## config.mk

```make
export PLATFORM = sky130hd
export DESIGN_NAME = bounded_sorted_hit_list_core
export DESIGN_NICKNAME = d
export VERILOG_FILES = /design/src/rtl/bshl_pkg.sv /design/src/rtl/bshl_cell.sv /design/src/rtl/bounded_sorted_hit_list_core.sv
export SDC_FILE = /design/constraint.sdc
export NUM_CORES = 2
export LEC_CHECK = 0
export CORE_UTILIZATION = 50
export CTS_CLUSTER_SIZE = 28
export DETAILED_ROUTE_END_ITERATION = 12
export DONT_BUFFER_PORTS = 1
export MAX_ROUTING_LAYER = met4
export PLACE_DENSITY = 0.75
export SYNTH_ARGS = -nofsm -noshare
export SYNTH_HDL_FRONTEND = slang
export SYNTH_SLANG_ARGS = --single-unit
export TNS_END_PERCENT = 100
```

## constraint.sdc

```tcl
create_clock -name clk -period 12 [get_ports clk]
set_input_delay 0 -clock clk [delete_from_list [all_inputs] [get_ports clk]]
set_output_delay 0 -clock clk [all_outputs]
set_load 0.05 [all_outputs]
```

## src/rtl/bshl_pkg.sv

```systemverilog
// ----------------------------------------------------------------------------
// Bounded sorted hit list package
// Shared field widths, input kinds, controller states and the cell command.
// ----------------------------------------------------------------------------
package bshl_pkg;

    localparam int unsigned KEY_W  = 17;
    localparam int unsigned USER_W = 16;
    localparam int unsigned CNT_OUT_W = 5;

    typedef enum logic [1:0] {
        MODE_CLEAR  = 2'd0,
        MODE_INSERT = 2'd1,
        MODE_DRAIN  = 2'd2
    } mode_t;

    typedef enum logic {
        ST_IDLE  = 1'b0,
        ST_DRAIN = 1'b1
    } state_t;

    typedef enum logic [1:0] {
        CELL_HOLD   = 2'd0,
        CELL_INSERT = 2'd1,
        CELL_ROTATE = 2'd2
    } cell_op_t;

    typedef struct packed {
        cell_op_t          op;
        logic [KEY_W-1:0]  key;
        logic [USER_W-1:0] user;
    } cell_cmd_t;

endpackage

```

## src/rtl/bshl_cell.sv

```systemverilog
// ----------------------------------------------------------------------------
// Bounded sorted hit list cell
// One list slot: holds a key and a user index, shifts back on insert and
// toward the head on rotate.
// ----------------------------------------------------------------------------
module bshl_cell #(
    parameter int unsigned CNT_W = 5,
    parameter int unsigned INDEX = 0
) (
    input  logic                         clk,
    input  bshl_pkg::cell_cmd_t          cmd,
    input  logic [CNT_W-1:0]             count,
    input  logic                         prev_take,
    input  logic [bshl_pkg::KEY_W-1:0]   prev_key,
    input  logic [bshl_pkg::USER_W-1:0]  prev_user,
    input  logic [bshl_pkg::KEY_W-1:0]   next_key,
    input  logic [bshl_pkg::USER_W-1:0]  next_user,
    input  logic [bshl_pkg::KEY_W-1:0]   head_key,
    input  logic [bshl_pkg::USER_W-1:0]  head_user,
    output logic                         take,
    output logic [bshl_pkg::KEY_W-1:0]   key,
    output logic [bshl_pkg::USER_W-1:0]  user
);

    localparam logic [CNT_W-1:0] SLOT     = CNT_W'(INDEX);
    localparam logic [CNT_W-1:0] SLOT_END = CNT_W'(INDEX + 1);

    logic [bshl_pkg::KEY_W-1:0]  key_reg, key_next;
    logic [bshl_pkg::USER_W-1:0] user_reg, user_next;
    logic                        occupied;

    assign occupied = count > SLOT;
    assign take     = !occupied || (key_reg > cmd.key);
    assign key      = key_reg;
    assign user     = user_reg;

    always_comb
    begin
        key_next  = key_reg;
        user_next = user_reg;
        unique case (cmd.op)
            bshl_pkg::CELL_INSERT:
            begin
                if (take)
                begin
                    if (prev_take)
                    begin
                        key_next  = prev_key;
                        user_next = prev_user;
                    end
                    else
                    begin
                        key_next  = cmd.key;
                        user_next = cmd.user;
                    end
                end
            end
            bshl_pkg::CELL_ROTATE:
            begin
                if (count == SLOT_END)
                begin
                    key_next  = head_key;
                    user_next = head_user;
                end
                else
                begin
                    key_next  = next_key;
                    user_next = next_user;
                end
            end
            default:
            begin
                key_next  = key_reg;
                user_next = user_reg;
            end
        endcase
    end

    always_ff @(posedge clk)
    begin
        key_reg  <= key_next;
        user_reg <= user_next;
    end

endmodule

```

## src/rtl/bounded_sorted_hit_list_core.sv

```systemverilog
// ----------------------------------------------------------------------------
// Bounded sorted hit list core
// Clear and insert each give one status transaction, registered and valid
// in the cycle after acceptance. Drain gives held_count transactions, one
// per cycle while the receiver is ready, as the cell chain rotates its
// occupied cells past the head; an empty list gives one status transaction.
// No new input is taken until the last one is loaded. Reset empties the
// list and clears the truncated flag; cell contents are not reset.
// ----------------------------------------------------------------------------
module bounded_sorted_hit_list_core #(
    parameter int unsigned CAPACITY = 16
) (
    input  logic        clk,
    input  logic        rst_n,
    input  logic        s_tvalid,
    output logic        s_tready,
    input  logic [39:0] s_tdata,   // time_ratio[16:0], user_index[32:17], zero
    input  logic [1:0]  s_tuser,   // mode[1:0]
    output logic        m_tvalid,
    input  logic        m_tready,
    output logic [39:0] m_tdata,   // entry_user, entry_ratio, hit_count, truncated
    output logic [0:0]  m_tuser,   // entry_valid
    output logic        m_tlast
);

    localparam int unsigned CNT_W = $clog2(CAPACITY + 1);
    localparam logic [CNT_W-1:0] CAP_CNT = CNT_W'(CAPACITY);
    localparam logic [CNT_W-1:0] ONE_CNT = CNT_W'(1);

    bshl_pkg::state_t                state_reg, state_next;
    logic [CNT_W-1:0]                count_reg, count_next;
    logic [CNT_W-1:0]                left_reg, left_next;
    logic                            trunc_reg, trunc_next;

    logic                            m_tvalid_reg, m_tvalid_next;
    logic                            out_entry_reg, out_entry_next;
    logic [bshl_pkg::USER_W-1:0]     out_user_reg, out_user_next;
    logic [bshl_pkg::KEY_W-1:0]      out_ratio_reg, out_ratio_next;
    logic [CNT_W-1:0]                out_count_reg, out_count_next;
    logic                            out_trunc_reg, out_trunc_next;
    logic                            out_last_reg, out_last_next;

    logic                            out_free;
    logic                            in_fire;
    bshl_pkg::mode_t                 mode;
    bshl_pkg::cell_cmd_t             cmd;

    logic [bshl_pkg::KEY_W-1:0]      cell_key  [CAPACITY];
    logic [bshl_pkg::USER_W-1:0]     cell_user [CAPACITY];
    logic                            cell_take [CAPACITY];

    assign out_free = !m_tvalid_reg || m_tready;
    assign s_tready = (state_reg == bshl_pkg::ST_IDLE) && out_free;
    assign in_fire  = s_tvalid && s_tready;
    assign mode     = bshl_pkg::mode_t'(s_tuser);

    genvar gi;
    generate
        for (gi = 0; gi < CAPACITY; gi++)
        begin : g_cell
            logic                        p_take;
            logic [bshl_pkg::KEY_W-1:0]  p_key, n_key;
            logic [bshl_pkg::USER_W-1:0] p_user, n_user;

            if (gi == 0)
            begin : g_head
                assign p_take = 1'b0;
                assign p_key  = '0;
                assign p_user = '0;
            end
            else
            begin : g_body
                assign p_take = cell_take[gi-1];
                assign p_key  = cell_key[gi-1];
                assign p_user = cell_user[gi-1];
            end

            if (gi == CAPACITY - 1)
            begin : g_tail
                assign n_key  = cell_key[0];
                assign n_user = cell_user[0];
            end
            else
            begin : g_link
                assign n_key  = cell_key[gi+1];
                assign n_user = cell_user[gi+1];
            end

            bshl_cell #(
                .CNT_W (CNT_W),
                .INDEX (gi)
            ) u_cell (
                .clk       (clk),
                .cmd       (cmd),
                .count     (count_reg),
                .prev_take (p_take),
                .prev_key  (p_key),
                .prev_user (p_user),
                .next_key  (n_key),
                .next_user (n_user),
                .head_key  (cell_key[0]),
                .head_user (cell_user[0]),
                .take      (cell_take[gi]),
                .key       (cell_key[gi]),
                .user      (cell_user[gi])
            );
        end
    endgenerate

    always_comb
    begin
        state_next = state_reg;
        unique case (state_reg)
            bshl_pkg::ST_IDLE:
            begin
                if (in_fire && (mode == bshl_pkg::MODE_DRAIN) && (count_reg > ONE_CNT))
                    state_next = bshl_pkg::ST_DRAIN;
            end
            bshl_pkg::ST_DRAIN:
            begin
                if (out_free && (left_reg == ONE_CNT))
                    state_next = bshl_pkg::ST_IDLE;
            end
            default: state_next = bshl_pkg::ST_IDLE;
        endcase
    end

    always_comb
    begin
        count_next     = count_reg;
        trunc_next     = trunc_reg;
        left_next      = left_reg;
        cmd.op         = bshl_pkg::CELL_HOLD;
        cmd.key        = s_tdata[16:0];
        cmd.user       = s_tdata[32:17];
        m_tvalid_next  = out_free ? 1'b0 : m_tvalid_reg;
        out_entry_next = out_entry_reg;
        out_user_next  = out_user_reg;
        out_ratio_next = out_ratio_reg;
        out_count_next = out_count_reg;
        out_trunc_next = out_trunc_reg;
        out_last_next  = out_last_reg;

        unique case (state_reg)
            bshl_pkg::ST_IDLE:
            begin
                if (in_fire)
                begin
                    unique case (mode)
                        bshl_pkg::MODE_CLEAR:
                        begin
                            count_next = '0;
                            trunc_next = 1'b0;
                        end
                        bshl_pkg::MODE_INSERT:
                        begin
                            cmd.op = bshl_pkg::CELL_INSERT;
                            if (count_reg < CAP_CNT)
                                count_next = count_reg + ONE_CNT;
                            else
                                trunc_next = 1'b1;
                        end
                        default:
                        begin
                            count_next = count_reg;
                        end
                    endcase

                    m_tvalid_next  = 1'b1;
                    out_count_next = count_next;
                    out_trunc_next = trunc_next;
                    if ((mode == bshl_pkg::MODE_DRAIN) && (count_reg != '0))
                    begin
                        cmd.op         = bshl_pkg::CELL_ROTATE;
                        left_next      = count_reg - ONE_CNT;
                        out_entry_next = 1'b1;
                        out_user_next  = cell_user[0];
                        out_ratio_next = cell_key[0];
                        out_last_next  = (count_reg == ONE_CNT);
                    end
                    else
                    begin
                        out_entry_next = 1'b0;
                        out_user_next  = '0;
                        out_ratio_next = '0;
                        out_last_next  = 1'b1;
                    end
                end
            end
            bshl_pkg::ST_DRAIN:
            begin
                if (out_free)
                begin
                    cmd.op         = bshl_pkg::CELL_ROTATE;
                    left_next      = left_reg - ONE_CNT;
                    m_tvalid_next  = 1'b1;
                    out_entry_next = 1'b1;
                    out_user_next  = cell_user[0];
                    out_ratio_next = cell_key[0];
                    out_count_next = count_reg;
                    out_trunc_next = trunc_reg;
                    out_last_next  = (left_reg == ONE_CNT);
                end
            end
            default:
            begin
                cmd.op = bshl_pkg::CELL_HOLD;
            end
        endcase
    end

    always_ff @(posedge clk or negedge rst_n)
    begin
        if (!rst_n)
        begin
            state_reg    <= bshl_pkg::ST_IDLE;
            count_reg    <= '0;
            left_reg     <= '0;
            trunc_reg    <= 1'b0;
            m_tvalid_reg <= 1'b0;
        end
        else
        begin
            state_reg    <= state_next;
            count_reg    <= count_next;
            left_reg     <= left_next;
            trunc_reg    <= trunc_next;
            m_tvalid_reg <= m_tvalid_next;
        end
    end

    always_ff @(posedge clk)
    begin
        out_entry_reg <= out_entry_next;
        out_user_reg  <= out_user_next;
        out_ratio_reg <= out_ratio_next;
        out_count_reg <= out_count_next;
        out_trunc_reg <= out_trunc_next;
        out_last_reg  <= out_last_next;
    end

    assign m_tvalid = m_tvalid_reg;
    assign m_tuser  = out_entry_reg;
    assign m_tlast  = out_last_reg;
    assign m_tdata  = {1'b0, out_trunc_reg,
                       bshl_pkg::CNT_OUT_W'(out_count_reg),
                       out_ratio_reg, out_user_reg};

`ifndef ASSERT_OFF
    a_count_bound: assert property (@(posedge clk) disable iff (!rst_n)
        count_reg <= CAP_CNT)
        else $error("held count above capacity");

    a_drain_left: assert property (@(posedge clk) disable iff (!rst_n)
        (state_reg == bshl_pkg::ST_DRAIN) |-> (left_reg != '0))
        else $error("drain state with nothing left");

    a_drain_blocks: assert property (@(posedge clk) disable iff (!rst_n)
        (state_reg == bshl_pkg::ST_DRAIN) |-> !s_tready)
        else $error("input taken during drain");

    a_clear_empties: assert property (@(posedge clk) disable iff (!rst_n)
        (in_fire && (mode == bshl_pkg::MODE_CLEAR)) |=> ((count_reg == '0) && !trunc_reg))
        else $error("clear left entries behind");

    a_last_ends_drain: assert property (@(posedge clk) disable iff (!rst_n)
        (state_reg == bshl_pkg::ST_DRAIN && out_free && left_reg == ONE_CNT)
        |=> (m_tlast && state_reg == bshl_pkg::ST_IDLE))
        else $error("drain end without last");
`endif

endmodule

```

==> results by group <==
Outcome
  • Status: completed

Placed design
  • Post-DP HPWL: 80,800 µm
  • DP Worst Slack: 5990 ps
  • Placed cell count: 4,353
  • RePlAce Congestion: 0.958
  • IO Port Bufs: 0

Setup path
  • Worst r2r src: m_tvalid
  • Crit path max-delay family: simple AND/OR/NAND/NOR gates
  • Cells on worst reg2reg path: 10
  • FF-to-FF setup slack: 5860 ps
  • Crit-path max cell delay: 1030 ps
  • Crit path launch: m_tvalid
  • Cell Chain, Critical Path: nor2b_1 > nor2_1 > nand2_1 > nor2_1 > nand2_1 > ha_4 > inv_2 > buf_4 > nand3_2 > o221a_2
  • CP Launch Type: register
  • Worst setup path end: g_cell[13].u_cell.key[15]
  • Crit end category: register
  • Critical Path Stages: 10
  • Sum of buffers and inverters on the critical path: 2
  • Worst Setup Path Type: register to register
  • Worst-path fanout max: 49
  • Critical path's slowest cell: nand3_2
  • Req. time, crit path: 12,360 ps
  • CP Data Arrival Time: 6490 ps
  • Reg2reg end: g_cell[13].u_cell.key[15]

Pwr
  • Final Power: 12.9 mW
  • Pwr per Cell Area: 295 nW/µm²
  • Leak Pwr: 18.1 nW
  • VDD IR max: 228 µV

Timing
  • Least-Margin Pin Slew: 1250 ps
  • Skew final: 20.3 ps
  • Pins Over Slew Limit: 0
  • Final Hold Fails: 0
  • Max-slew headroom: 16.7%
  • # setup viols final: 0
  • Hold Slack: 56.0 ps
  • Final setup TNS: 0 ps
  • Minimum clock period: 6140 ps
  • Unrepaired setup endpoints after global routing: no
  • Final setup margin: 5860 ps
  • FMAX: 163 MHz
  • Fin crit share: 51.1%

Cells and area
  • Seq. cell area: 17,400 µm²
  • FILL cells: 6,768
  • Largest register FFs: 272
  • # nets final: 3,733
  • Layout area overhead: 7.96%
  • Most common cell after layout, fill and taps aside: mux2i_1
  • Commonest non-fill, non-tap cells in the layout: mux2i_1, edfxtp_1, ha_1
  • Area of the multi-input gates: 21,900 µm²
  • Final cell count without fillers: 4,520
  • Share of layout cells above drive strength 1: 9.61%

CTS
  • Resize count post-CTS: 0
  • Worst-path clk slew: 60 ps
  • Clock root buffer master: clkbuf_16
  • Post-CTS Hold Buffers: 44
  • Clk sink count: 582
  • Num CTS Buffers: 67
  • Clk buf depth: 3
  • CTS tree: built
  • Post CTS Setup Buffer Count: 0
  • Clk Latency, worst-skew pair: 630 ps
  • H-tree depth: 3

Routing
  • Via count: 31,000
  • Initial drt markers: 3,677
  • Wire per inst: 28.6 µm
  • Via/cell ratio: 6.86
  • ANT nets after route: 0
  • Final WL: 129,000 µm
  • Drt pass-1 iters: 6
  • # DRC: 0

Floorplan
  • Site Rows: 104
  • DIE HEIGHT: 287 µm
  • I/O pin count: 90
  • Die width: 287 µm
  • Core Region: 80,400 µm²
  • Die area: 82,400 µm²
  • Starting Density: 50.5%

Synthesis
  • Post-synth ARST share: 2.23%
  • Post-synth EDFFs: 569
  • Post-Syn Area: 40,600 µm²
  • Mapped Avg Cell Area: 11.3 µm²
  • Register bit total from synthesis: 582
  • Sequential fraction of the synthesis area: 42.8%
  • Synth top area cells: edfxtp_1, mux2i_1, ha_1
  • Unique masters post-synth: 69
  • Yosys warnings: 0
  • Main synth FF type: edfxtp_1
  • Largest area contributor in the netlist: edfxtp_1
  • Synth Net Count: 3,917
  • Syn Inst Count: 3,590
  • Top-area cell type share of the netlist area: 42.0%

GRT
  • Vias in the first global route: 29,900
  • First-pass GRT wire length: 192,000 µm
  • GRT overflow: 0
  • Overall routing resource usage: 31.7%
  • Antenna violations before repair: 4
  • Pin count of the biggest net entering global routing: 206

Worst hold path
  • Worst min path class: input port to register
  • Worst Hold Depth: 2

Flow run
  • Max cap viols: 0
## final cells by class
type,instances,area share [%]
flip-flops and latches,582,39.7
multi-input cells,2574,49.9
clock inverters,32,0.502
diodes,5,0.0285
inverters,61,0.522
clock buffers,86,4.03
repair buffers,120,2.33
well taps,1060,3.02
## metal layers
metal	up-vias	GRT usage [%]	part of all wire, %
li1	13400	-	-
met1	15300	41.7	40
met2	1904	46.7	44
met3	411	6.65	11
met4	0	14.6	5.2
met5	-	-	0
## worst reg2reg max path, stage by stage, from the launching register on
cell	delay [ps]
dfrtp_1	560
nor2b_1	340
nor2_1	820
nand2_1	170
nor2_1	330
nand2_1	210
ha_4	410
inv_2	680
buf_4	690
nand3_2	1050
o221a_2	620
## where the power goes
part | switching, mW | total (mW) | internal, mW
Sequential | 1.12 | 4.91 | 3.79
Clock | 0.885 | 1.97 | 1.09
Combinational | 3.61 | 6.06 | 2.45
Total | 5.61 | 12.9 | 7.33
## cell usage after synthesis (24+ instances only)
library cell and n:
a211oi_1 47, edfxtp_1 569, nand2b_1 70, nor2b_1 49
clkbuf_1 289, a21oi_1 215, a31oi_1 43, nand4_1 35
nand2_1 198, o21ai_0 59, a22oi_1 132, nor2_1 62
and3_1 40, inv_1 60, nand3_1 67, o221a_2 62
mux2i_1 946, ha_1 281, a21o_1 78, buf_1 26
a21bo_2 32, buf_2 38, and4_1 24
## how the worst min path moves through the flow
| stage | slack (ps) | startpoint | endpoint |
|---|---|---|---|
| after floorplan | -300 | rst_n | count_reg[0] |
| after global placement | -300 | rst_n | m_tvalid |
| after detailed placement | -300 | rst_n | m_tvalid |
| after CTS | 40 | s_tdata[14] | g_cell[0].u_cell.key[14] |
| after global routing | 110 | s_tdata[14] | g_cell[0].u_cell.key[14] |
| final | 60 | s_tdata[14] | g_cell[0].u_cell.key[14] |
## per-stage QoR
stage / area [µm²] / util (%)
after CTS: 43900 / 54.5
after global routing: 43900 / 54.6
after detailed placement: 41400 / 51.5
final: 43900 / 54.6
after global placement: 41400 / 51.5
after floorplan: 40600 / -
## kinds of logic (layout without fill, tap and decap cells)
| family | count (synthesis) | after routing | share of synthesized area (%) |
|---|---|---|---|
| AO/OA/AOI/OAI | 740 | 740 | 12.9 |
| XOR/XNOR | 3 | 3 | 0.0647 |
| adder cells (fa/ha/maj) | 281 | 281 | 8.65 |
| buffers and inverters | 434 | 299 | 4.42 |
| flip-flops | 582 | 582 | 42.8 |
| multiplexers | 963 | 963 | 23.8 |
| other | 1 | 6 | 0.00923 |
| AND/OR/NAND/NOR | 586 | 586 | 7.35 |
(Power assumes the default switching activity.)
